`src/rtl/bfn_pkg.sv`:
```
package bfn_pkg;

    localparam int ACT_W = 3;
    localparam int IDX_W = 9;
    localparam int POS_W = 8;
    localparam int POP_W = 9;

    // request actions
    localparam logic [ACT_W-1:0] A_SET     = 3'd0;
    localparam logic [ACT_W-1:0] A_CLR     = 3'd1;
    localparam logic [ACT_W-1:0] A_TEST    = 3'd2;
    localparam logic [ACT_W-1:0] A_FIRST   = 3'd3;
    localparam logic [ACT_W-1:0] A_NEXT    = 3'd4;
    localparam logic [ACT_W-1:0] A_LAST    = 3'd5;
    localparam logic [ACT_W-1:0] A_CLR_ALL = 3'd6;

    // word pointer start point
    localparam logic [1:0] PTR_ZERO = 2'd0;
    localparam logic [1:0] PTR_TOP  = 2'd1;
    localparam logic [1:0] PTR_WORD = 2'd2;

    typedef struct packed {
        logic             capture;
        logic             split;
        logic             err;
        logic [1:0]       ptr_init;
        logic             rd_en;
        logic             modify;
        logic             eval;
        logic             ptr_step;
        logic             clear_all;
        logic             out_load;
        logic [ACT_W-1:0] action;
    } t_dp_cmd;

    typedef struct packed {
        logic idx_oor;
        logic found;
        logic last_word;
    } t_dp_stat;

endpackage

```
`src/rtl/bfn_ram.sv`:
```
module bfn_ram #(
    parameter int WIDTH = 64,
    parameter int DEPTH = 4,
    localparam int AW = (DEPTH > 1) ? $clog2(DEPTH) : 1
) (
    input  logic             i_clk,
    input  logic             i_we,
    input  logic [AW-1:0]    i_waddr,
    input  logic [WIDTH-1:0] i_wdata,
    input  logic             i_re,
    input  logic [AW-1:0]    i_raddr,
    output logic [WIDTH-1:0] o_rdata
);

    logic [WIDTH-1:0] r_mem [DEPTH];

    always_ff @(posedge i_clk) begin
        if (i_we) begin
            r_mem[i_waddr] <= i_wdata;
        end
        if (i_re) begin
            o_rdata <= r_mem[i_raddr];
        end
    end

endmodule

```
`src/rtl/bfn_ctrl.sv`:
```
module bfn_ctrl
    import bfn_pkg::*;
(
    input  logic             i_clk,
    input  logic             i_rst_n,
    input  logic             i_in_valid,
    input  logic [ACT_W-1:0] i_action,
    output logic             o_in_stall,
    output logic             o_out_valid,
    input  logic             i_out_stall,
    input  t_dp_stat         i_stat,
    output t_dp_cmd          o_cmd
);

    localparam logic [2:0] S_IDLE  = 3'd0;
    localparam logic [2:0] S_SPLIT = 3'd1;
    localparam logic [2:0] S_READ  = 3'd2;
    localparam logic [2:0] S_MOD   = 3'd3;
    localparam logic [2:0] S_EVAL  = 3'd4;
    localparam logic [2:0] S_DONE  = 3'd5;

    logic [2:0]       r_state, n_state;
    logic [ACT_W-1:0] r_action, n_action;
    logic             r_out_valid, n_out_valid;
    logic             uses_index;
    logic             is_find;

    assign uses_index = (r_action == A_SET) || (r_action == A_CLR) ||
                        (r_action == A_TEST) || (r_action == A_NEXT);
    assign is_find    = (r_action == A_FIRST) || (r_action == A_NEXT) ||
                        (r_action == A_LAST);

    always_comb begin
        n_state      = r_state;
        n_action     = r_action;
        o_cmd        = '0;
        o_cmd.action = r_action;
        unique case (r_state)
            S_IDLE: begin
                if (i_in_valid) begin
                    o_cmd.capture = 1'b1;
                    n_action      = i_action;
                    n_state       = S_SPLIT;
                end
            end
            S_SPLIT: begin
                o_cmd.split = 1'b1;
                o_cmd.err   = uses_index && i_stat.idx_oor;
                if (o_cmd.err) begin
                    n_state = S_DONE;
                end else begin
                    unique case (r_action) inside
                        A_SET, A_CLR, A_TEST, A_NEXT: begin
                            o_cmd.ptr_init = PTR_WORD;
                            n_state        = S_READ;
                        end
                        A_FIRST: begin
                            o_cmd.ptr_init = PTR_ZERO;
                            n_state        = S_READ;
                        end
                        A_LAST: begin
                            o_cmd.ptr_init = PTR_TOP;
                            n_state        = S_READ;
                        end
                        A_CLR_ALL: begin
                            o_cmd.clear_all = 1'b1;
                            n_state         = S_DONE;
                        end
                        default: begin
                            n_state = S_DONE;
                        end
                    endcase
                end
            end
            S_READ: begin
                o_cmd.rd_en = 1'b1;
                n_state     = is_find ? S_EVAL : S_MOD;
            end
            S_MOD: begin
                o_cmd.modify = 1'b1;
                n_state      = S_DONE;
            end
            S_EVAL: begin
                o_cmd.eval = 1'b1;
                if (i_stat.found || i_stat.last_word) begin
                    n_state = S_DONE;
                end else begin
                    o_cmd.ptr_step = 1'b1;
                    n_state        = S_READ;
                end
            end
            S_DONE: begin
                if (!r_out_valid || !i_out_stall) begin
                    o_cmd.out_load = 1'b1;
                    n_state        = S_IDLE;
                end
            end
            default: begin
                n_state = S_IDLE;
            end
        endcase
    end

    assign n_out_valid = o_cmd.out_load | (r_out_valid & i_out_stall);

    always_ff @(posedge i_clk) begin
        if (!i_rst_n) begin
            r_state     <= S_IDLE;
            r_action    <= A_SET;
            r_out_valid <= 1'b0;
        end else begin
            r_state     <= n_state;
            r_action    <= n_action;
            r_out_valid <= n_out_valid;
        end
    end

    assign o_in_stall  = (r_state != S_IDLE);
    assign o_out_valid = r_out_valid;

    a_load_slot_free: assert property (@(posedge i_clk) disable iff (!i_rst_n)
        o_cmd.out_load |-> (!r_out_valid || !i_out_stall))
        else $error("result loaded over an unread result");

    a_accept_to_split: assert property (@(posedge i_clk) disable iff (!i_rst_n)
        (i_in_valid && !o_in_stall) |=> (r_state == S_SPLIT))
        else $error("accepted item did not start decode");

    a_valid_from_load: assert property (@(posedge i_clk) disable iff (!i_rst_n)
        $rose(r_out_valid) |-> $past(o_cmd.out_load))
        else $error("output valid rose without a result load");

endmodule

```
`src/rtl/bfn_dp.sv`:
```
module bfn_dp
    import bfn_pkg::*;
#(
    parameter int WORD_BITS = 64,
    parameter int NUM_WORDS = 4
) (
    input  logic             i_clk,
    input  logic             i_rst_n,
    input  t_dp_cmd          i_cmd,
    input  logic [IDX_W-1:0] i_bit_index,
    output t_dp_stat         o_stat,
    output logic             o_hit,
    output logic [POS_W-1:0] o_position,
    output logic [POP_W-1:0] o_population,
    output logic             o_range_error
);

    localparam int MAP_BITS = WORD_BITS * NUM_WORDS;
    localparam int MAP_W    = $clog2(MAP_BITS + 1);
    localparam int CMP_W    = (MAP_W > IDX_W) ? MAP_W : IDX_W;
    localparam int WIDX_W   = (NUM_WORDS > 1) ? $clog2(NUM_WORDS) : 1;
    localparam int BIT_W    = $clog2(WORD_BITS);
    // index / WORD_BITS by reciprocal; estimate is exact or one low
    localparam int DIV_K    = 18;
    localparam int RECIP    = (2 ** DIV_K) / WORD_BITS;
    localparam int RECIP_W  = $clog2(RECIP + 1);
    localparam int PROD_W   = IDX_W + RECIP_W;
    localparam int QW       = $clog2((2 ** IDX_W) / WORD_BITS + 1);

    logic [IDX_W-1:0]     r_idx;
    logic [PROD_W-1:0]    r_prod;
    logic [WIDX_W-1:0]    r_word;
    logic [BIT_W-1:0]     r_bit;
    logic [WIDX_W-1:0]    r_ptr;
    logic [NUM_WORDS-1:0] r_valid;
    logic [POP_W-1:0]     r_count;
    logic                 r_err;
    logic                 r_res_hit;
    logic [POS_W-1:0]     r_res_pos;

    logic [QW-1:0]        q_est, q_fix;
    logic [IDX_W-1:0]     rem_est, rem_fix;
    logic [WORD_BITS-1:0] rd_data, word, bit_mask, hi_mask, scan_word, word_rev;
    logic [WORD_BITS-1:0] wr_data;
    logic                 wr_en;
    logic                 bit_val;
    logic                 nonzero;
    logic [BIT_W-1:0]     enc;
    logic [CMP_W-1:0]     found_pos;

    function automatic logic [BIT_W-1:0] f_lowest(input logic [WORD_BITS-1:0] x);
        logic [WORD_BITS-1:0] oh;
        logic [BIT_W-1:0]     e;
        oh = x & (~x + WORD_BITS'(1));
        e  = '0;
        for (int i = 0; i < WORD_BITS; i++) begin
            if (oh[i]) begin
                e = e | BIT_W'(i);
            end
        end
        return e;
    endfunction

    // index split into word and bit
    always_comb begin
        q_est   = QW'(r_prod >> DIV_K);
        rem_est = r_idx - IDX_W'(q_est * WORD_BITS);
        if (rem_est >= IDX_W'(WORD_BITS)) begin
            q_fix   = q_est + QW'(1);
            rem_fix = rem_est - IDX_W'(WORD_BITS);
        end else begin
            q_fix   = q_est;
            rem_fix = rem_est;
        end
    end

    assign o_stat.idx_oor = (CMP_W'(r_idx) >= CMP_W'(MAP_BITS));

    bfn_ram #(
        .WIDTH (WORD_BITS),
        .DEPTH (NUM_WORDS)
    ) u_map (
        .i_clk   (i_clk),
        .i_we    (wr_en),
        .i_waddr (r_ptr),
        .i_wdata (wr_data),
        .i_re    (i_cmd.rd_en),
        .i_raddr (r_ptr),
        .o_rdata (rd_data)
    );

    // a word never written since reset or clear-all reads as zero
    assign word = r_valid[r_ptr] ? rd_data : '0;

    always_comb begin
        for (int i = 0; i < WORD_BITS; i++) begin
            bit_mask[i] = (BIT_W'(i) == r_bit);
            hi_mask[i]  = !((i_cmd.action == A_NEXT) && (r_ptr == r_word)) ||
                          (BIT_W'(i) > r_bit);
            word_rev[i] = scan_word[WORD_BITS-1-i];
        end
    end

    assign bit_val   = |(word & bit_mask);
    assign scan_word = word & hi_mask;
    assign nonzero   = |scan_word;
    assign enc       = (i_cmd.action == A_LAST) ?
                       (BIT_W'(WORD_BITS - 1) - f_lowest(word_rev)) : f_lowest(scan_word);
    assign found_pos = CMP_W'(r_ptr) * CMP_W'(WORD_BITS) + CMP_W'(enc);

    assign o_stat.found     = nonzero;
    assign o_stat.last_word = (i_cmd.action == A_LAST) ? (r_ptr == '0) :
                              (r_ptr == WIDX_W'(NUM_WORDS - 1));

    always_comb begin
        wr_en   = 1'b0;
        wr_data = word;
        if (i_cmd.modify) begin
            if (i_cmd.action == A_SET && !bit_val) begin
                wr_en   = 1'b1;
                wr_data = word | bit_mask;
            end else if (i_cmd.action == A_CLR && bit_val) begin
                wr_en   = 1'b1;
                wr_data = word & ~bit_mask;
            end
        end
    end

    // control-side state
    always_ff @(posedge i_clk) begin
        if (!i_rst_n) begin
            r_valid   <= '0;
            r_count   <= '0;
            r_err     <= 1'b0;
            r_res_hit <= 1'b0;
            r_res_pos <= '0;
        end else begin
            if (i_cmd.split) begin
                r_err     <= i_cmd.err;
                r_res_hit <= 1'b0;
                r_res_pos <= '0;
            end
            if (i_cmd.clear_all) begin
                r_valid <= '0;
                r_count <= '0;
            end
            if (wr_en) begin
                r_valid[r_ptr] <= 1'b1;
                r_count <= (i_cmd.action == A_SET) ? r_count + POP_W'(1) :
                                                     r_count - POP_W'(1);
            end
            if (i_cmd.modify && i_cmd.action == A_TEST) begin
                r_res_hit <= bit_val;
            end
            if (i_cmd.eval && nonzero) begin
                r_res_hit <= 1'b1;
                r_res_pos <= POS_W'(found_pos);
            end
        end
    end

    // payload
    always_ff @(posedge i_clk) begin
        if (i_cmd.capture) begin
            r_idx  <= i_bit_index;
            r_prod <= PROD_W'(i_bit_index) * PROD_W'(RECIP);
        end
        if (i_cmd.split) begin
            r_word <= WIDX_W'(q_fix);
            r_bit  <= BIT_W'(rem_fix);
            case (i_cmd.ptr_init)
                PTR_TOP:  r_ptr <= WIDX_W'(NUM_WORDS - 1);
                PTR_WORD: r_ptr <= WIDX_W'(q_fix);
                default:  r_ptr <= '0;
            endcase
        end else if (i_cmd.ptr_step) begin
            r_ptr <= (i_cmd.action == A_LAST) ? r_ptr - WIDX_W'(1) : r_ptr + WIDX_W'(1);
        end
        if (i_cmd.out_load) begin
            o_hit         <= r_res_hit;
            o_position    <= r_res_pos;
            o_population  <= r_count;
            o_range_error <= r_err;
        end
    end

    a_count_bound: assert property (@(posedge i_clk) disable iff (!i_rst_n)
        CMP_W'(r_count) <= CMP_W'(MAP_BITS))
        else $error("population above map size");

    a_err_no_hit: assert property (@(posedge i_clk) disable iff (!i_rst_n)
        !(r_err && r_res_hit))
        else $error("hit reported on a range error");

    a_pos_needs_hit: assert property (@(posedge i_clk) disable iff (!i_rst_n)
        !r_res_hit |-> (r_res_pos == '0))
        else $error("position without a hit");

endmodule

```
`src/rtl/bitset_find_next_engine_top.sv`:
```
// Steps per item: set/clear/test go through decode, word read and modify; find
//   through decode and a read and an evaluate state per word (up to NUM_WORDS);
//   clear-all, range error and undefined action go from decode to the result
//   load; the next item can be taken in the cycle after load. Find rate is
//   set by the controller, which spends a read and an evaluate state per word.
// Reset (synchronous, active low) empties the map and the count at once.
module bitset_find_next_engine_top
    import bfn_pkg::*;
#(
    parameter int WORD_BITS = 64,
    parameter int NUM_WORDS = 4
) (
    input  logic             i_clk,
    input  logic             i_rst_n,
    // request channel
    input  logic             i_in_valid,
    output logic             o_in_stall,
    input  logic [ACT_W-1:0] i_action,
    input  logic [IDX_W-1:0] i_bit_index,
    // result channel
    output logic             o_out_valid,
    input  logic             i_out_stall,
    output logic             o_hit,
    output logic [POS_W-1:0] o_position,
    output logic [POP_W-1:0] o_population,
    output logic             o_range_error
);

    // Controller walks each item through decode and, as needed, word read(s)
    // and modify or evaluation; the datapath owns the map memory, its per-word valid
    // bits, the population counter and the result registers.
    t_dp_cmd  dp_cmd;
    t_dp_stat dp_stat;

    bfn_ctrl u_ctrl (
        .i_clk       (i_clk),
        .i_rst_n     (i_rst_n),
        .i_in_valid  (i_in_valid),
        .i_action    (i_action),
        .o_in_stall  (o_in_stall),
        .o_out_valid (o_out_valid),
        .i_out_stall (i_out_stall),
        .i_stat      (dp_stat),
        .o_cmd       (dp_cmd)
    );

    // The output register holds a finished item while the controller
    // already takes and works on the next one.
    bfn_dp #(
        .WORD_BITS (WORD_BITS),
        .NUM_WORDS (NUM_WORDS)
    ) u_dp (
        .i_clk         (i_clk),
        .i_rst_n       (i_rst_n),
        .i_cmd         (dp_cmd),
        .i_bit_index   (i_bit_index),
        .o_stat        (dp_stat),
        .o_hit         (o_hit),
        .o_position    (o_position),
        .o_population  (o_population),
        .o_range_error (o_range_error)
    );

endmodule

```
`config.mk`:
```
export PLATFORM = sky130hd
export DESIGN_NAME = bitset_find_next_engine_top
export DESIGN_NICKNAME = d
export VERILOG_FILES = /design/src/rtl/bfn_pkg.sv /design/src/rtl/bfn_ram.sv /design/src/rtl/bfn_ctrl.sv /design/src/rtl/bfn_dp.sv /design/src/rtl/bitset_find_next_engine_top.sv
export SDC_FILE = /design/constraint.sdc
export NUM_CORES = 1
export LEC_CHECK = 0
export BUFFER_PORTS_ARGS = -buffer_cell sky130_fd_sc_hd__buf_2
export CAP_MARGIN = 15
export CELL_PAD_IN_SITES_DETAIL_PLACEMENT = 1
export CELL_PAD_IN_SITES_GLOBAL_PLACEMENT = 2
export CORE_ASPECT_RATIO = 0.75
export CORE_MARGIN = 4
export CORE_UTILIZATION = 44
export DETAILED_ROUTE_END_ITERATION = 8
export PLACE_DENSITY = 0.87
export RECOVER_POWER = 100
export SYNTH_ARGS = -nofsm -noshare
export SYNTH_HDL_FRONTEND = slang
export SYNTH_HIERARCHICAL = 1
export SYNTH_SLANG_ARGS = --single-unit
```
`constraint.sdc`:
```
create_clock -name i_clk -period 11.34 [get_ports i_clk]
set_input_delay 1.134 -clock i_clk [delete_from_list [all_inputs] [get_ports i_clk]]
set_output_delay 1.134 -clock i_clk [all_outputs]
set_load 0.005 [all_outputs]
```
==> out/metrics.cfg <==
[cts]
post_cts_buffers = 0
cts.sinks = 388
clkTransAtPathRegs_ns = 0.06
clk_latency_ns = 0.58
post_cts_resized = 0
cts_tree = built
htreeDepth = 2
cts-buffers-inserted = 38
cts_hold_buffers = 0
cts.path.max_buffers = 3
cts_root_buf = clkbuf_16

[synthesis]
synth_nets = 1736
synth_area_leaders = edfxtp_1 (52%), mux4_2 (6.7%), dfxtp_1 (2.9%)
ys_ff_latch = 388
synth_top_area_share_pct = 52.4
synth_edf_count = 358
synthFlopType = edfxtp_1
synth_area_um2 = 20500
avgSynthCellArea_um2 = 12.0
synth_cells = 1710
synth_warnings = 6
synth_cell_types = 110
async_reset_ff_share_pct = 0
ys_seq_area_share_pct = 55.3
yosysTopAreaCell = edfxtp_1

[detailed_routing]
avgViaCountPerCell = 7.00
ant_nets = 0
vias = 16800
post-route-drc-count = 0
drt_iter0_markers = 2364
wl_per_cell_um = 35.7
wl_um = 85400
dr.pass1.iters = 5

[global_routing]
grt_max_degree = 71
grt-ovfl-total = 0
grt_antenna_before_repair = 7
grt_pass1_wl_um = 122000
grt_usage_pct = 33.4
grt_pass1_vias = 16400

[pwr]
p_leak_nw = 7.35
power-per-cell-area_nw_per_um2 = 207
vdd_ir_drop_max_uv = 191
totalPowerFinal_mw = 4.65

[sta]
report.final.slew_viol_count = 264
fin_skew_ns = 0.0239
period_needed_ns = 8.70
worst_slew_pin_slew_ns = 4.49
fin_setup_tns_ns = 0
period_share_pct = 76.7
setup_violations = 0
rsz0062_at_grt = no
final_hold_viol_count = 0
holdWs_ns = 0.437
max_freq_mhz = 115
fin_ws_ns = 2.64
relSlewSlack_pct = -199

[hold_path]
min_to = u_dp/r_bit[0]
min_delay_path_depth = 0
hp-class = reg -> reg
hold_start = u_dp/r_idx[0]

[final_layout]
mostFrequentLayoutCells = edfxtp_1 (358), nor2_1 (147), nand2_1 (144)
fin_area_um2 = 22500
final_common_cell = edfxtp_1
fin_cells = 2395
post-route-util_pct = 48.8
final_nets = 1762
area_growth_pct = 9.47
fill_cells = 4747
drive_gt1_share_pct = 14.1

[die]
initial_core_util_pct = 44.6
die_area_um2 = 50200
ios = 37
num_rows = 68
core_area_um2 = 46000
fp.dieW_um = 257
fp.dieH_um = 195

[setup_path]
critical_path.startpoint = u_dp/r_ptr[0]
cp.depth = 14
crit_path_max_incr_delay_ns = 1.55
rr_worst_depth = 14
cp-start-kind = flip-flop
path_cells = clkbuf_1 -> buf_4 -> xor2_1 -> buf_4 -> nor3_4 -> a21oi_1 -> nor4_1 -> nand2_1 -> nor4_1 -> a21boi_2 -> nor3b_4 -> nand2_1 -> and3_1 -> a311oi_2
crit_slowest_cell = clkbuf_1
worstReg2RegStart = u_dp/r_ptr[0]
crit_type = reg -> reg
critPathMaxFanout = 49
critPathTopFamily = simple AND/OR/NAND/NOR gates
r2r_slack_ns = 2.64
reg2reg_to = u_dp/r_res_pos[3]
end_kind = flip-flop
arrival_ns = 9.20
cp_num_buf_inv = 3
cp.required_ns = 11.84

[placement]
placed_cell_area_um2 = 21300
port_buffers = 36
dp_worst_setup_slack_ns = 4.61
gp_congestion = 1.07
hpwlAfterDp_um = 63100
placed_cells = 2323

[run_status]
violations = max-capacitance violations, max-slew violations
status = finished, violations left

[flow_run]
max_cap_violations = 6

-- worst max-delay path by stage --
| stage | to |
|---|---|
| after floorplan | u_dp/u_map/r_mem[0][0] |
| after global placement | u_dp/r_res_pos[1] |
| after detailed placement | u_dp/r_res_pos[1] |
| after CTS | u_dp/r_res_pos[1] |
| after global routing | u_dp/r_res_pos[3] |
| final | u_dp/r_res_pos[3] |
-- power breakdown --
group          switching, mW  total [mW]  internal [mW]
registers              0.108        1.86           1.75
clock network          0.561        1.28          0.721
logic                   1.04        1.52          0.474
-- cell families after synthesis --
| kind of cell | share of synthesized area [%] |
|---|---|
| xor+xnor | 0.555 |
| compound gates | 13.1 |
| flops | 55.3 |
| mux | 7.70 |
| simple gates | 19.5 |
| fa+ha+maj | 0.646 |
| buf+inv | 3.24 |
-- cells in the mapped netlist, types with 9 or more instances --
library cell and count:
mux2i_1 9, o21bai_1 12, o22ai_1 66, or2_2 23, edfxtp_1 358, clkbuf_1 40, nor4_1 43, nand4_1 46
nor2_1 146, nor3b_1 11, inv_1 24, and3_1 23, a21oi_1 69, a31oi_1 14, nand2b_1 9, dfxtp_1 30
a21o_1 15, o211ai_1 14, mux4_2 61, nor2b_1 19, nand2_1 144, o21ba_2 9, nand3b_1 10, nand3_1 70
or3_1 16, nor3_1 62, a22oi_1 12, o21ai_0 41, buf_2 34, o31ai_1 12, ha_1 9, and4_1 12
and2_1 23
-- layer usage --
layer / share of wire, % / wire length, um / up-vias / GRT usage [%]
li1: - / - / 6918 / -
met1: 43 / 37100 / 8609 / 49.8
met2: 43 / 36400 / 1052 / 48.7
met3: 11 / 9800 / 182 / 9.45
met4: 2.6 / 2180 / 4 / 8.01
met5: 0.027 / 23 / - / 0
-- area by class of cell --
type / instances / area, um2 / area share (%)
Timing Repair Buffer: 83 / 492 / 2.19
Clock inverter: 23 / 269 / 1.20
Multi-Input combinational cell: 1199 / 8490 / 37.8
Tap cell: 630 / 788 / 3.51
Clock buffer: 44 / 983 / 4.38
Inverter: 26 / 97.6 / 0.434
Sequential cell: 388 / 11400 / 50.5
Antenna cell: 2 / 5.00 / 0.0223
-- flip-flops by register name (all words and copies together), names as in the netlist --
register / count
u_dp/u_map/r_mem: 256
u_dp/u_map/o_rdata: 64
u_dp/o_population: 9
u_dp/r_count: 9
u_dp/r_idx: 9
u_dp/o_position: 8
u_dp/r_res_pos: 8
u_dp/r_bit: 6
u_dp/r_valid: 4
u_ctrl/r_action: 3
u_ctrl/r_state: 3
u_dp/r_ptr: 2
u_dp/r_word: 2
u_ctrl/o_out_valid: 1
u_dp/o_hit: 1
u_dp/o_range_error: 1
u_dp/r_err: 1
u_dp/r_res_hit: 1
(Power assumes the default switching activity.)
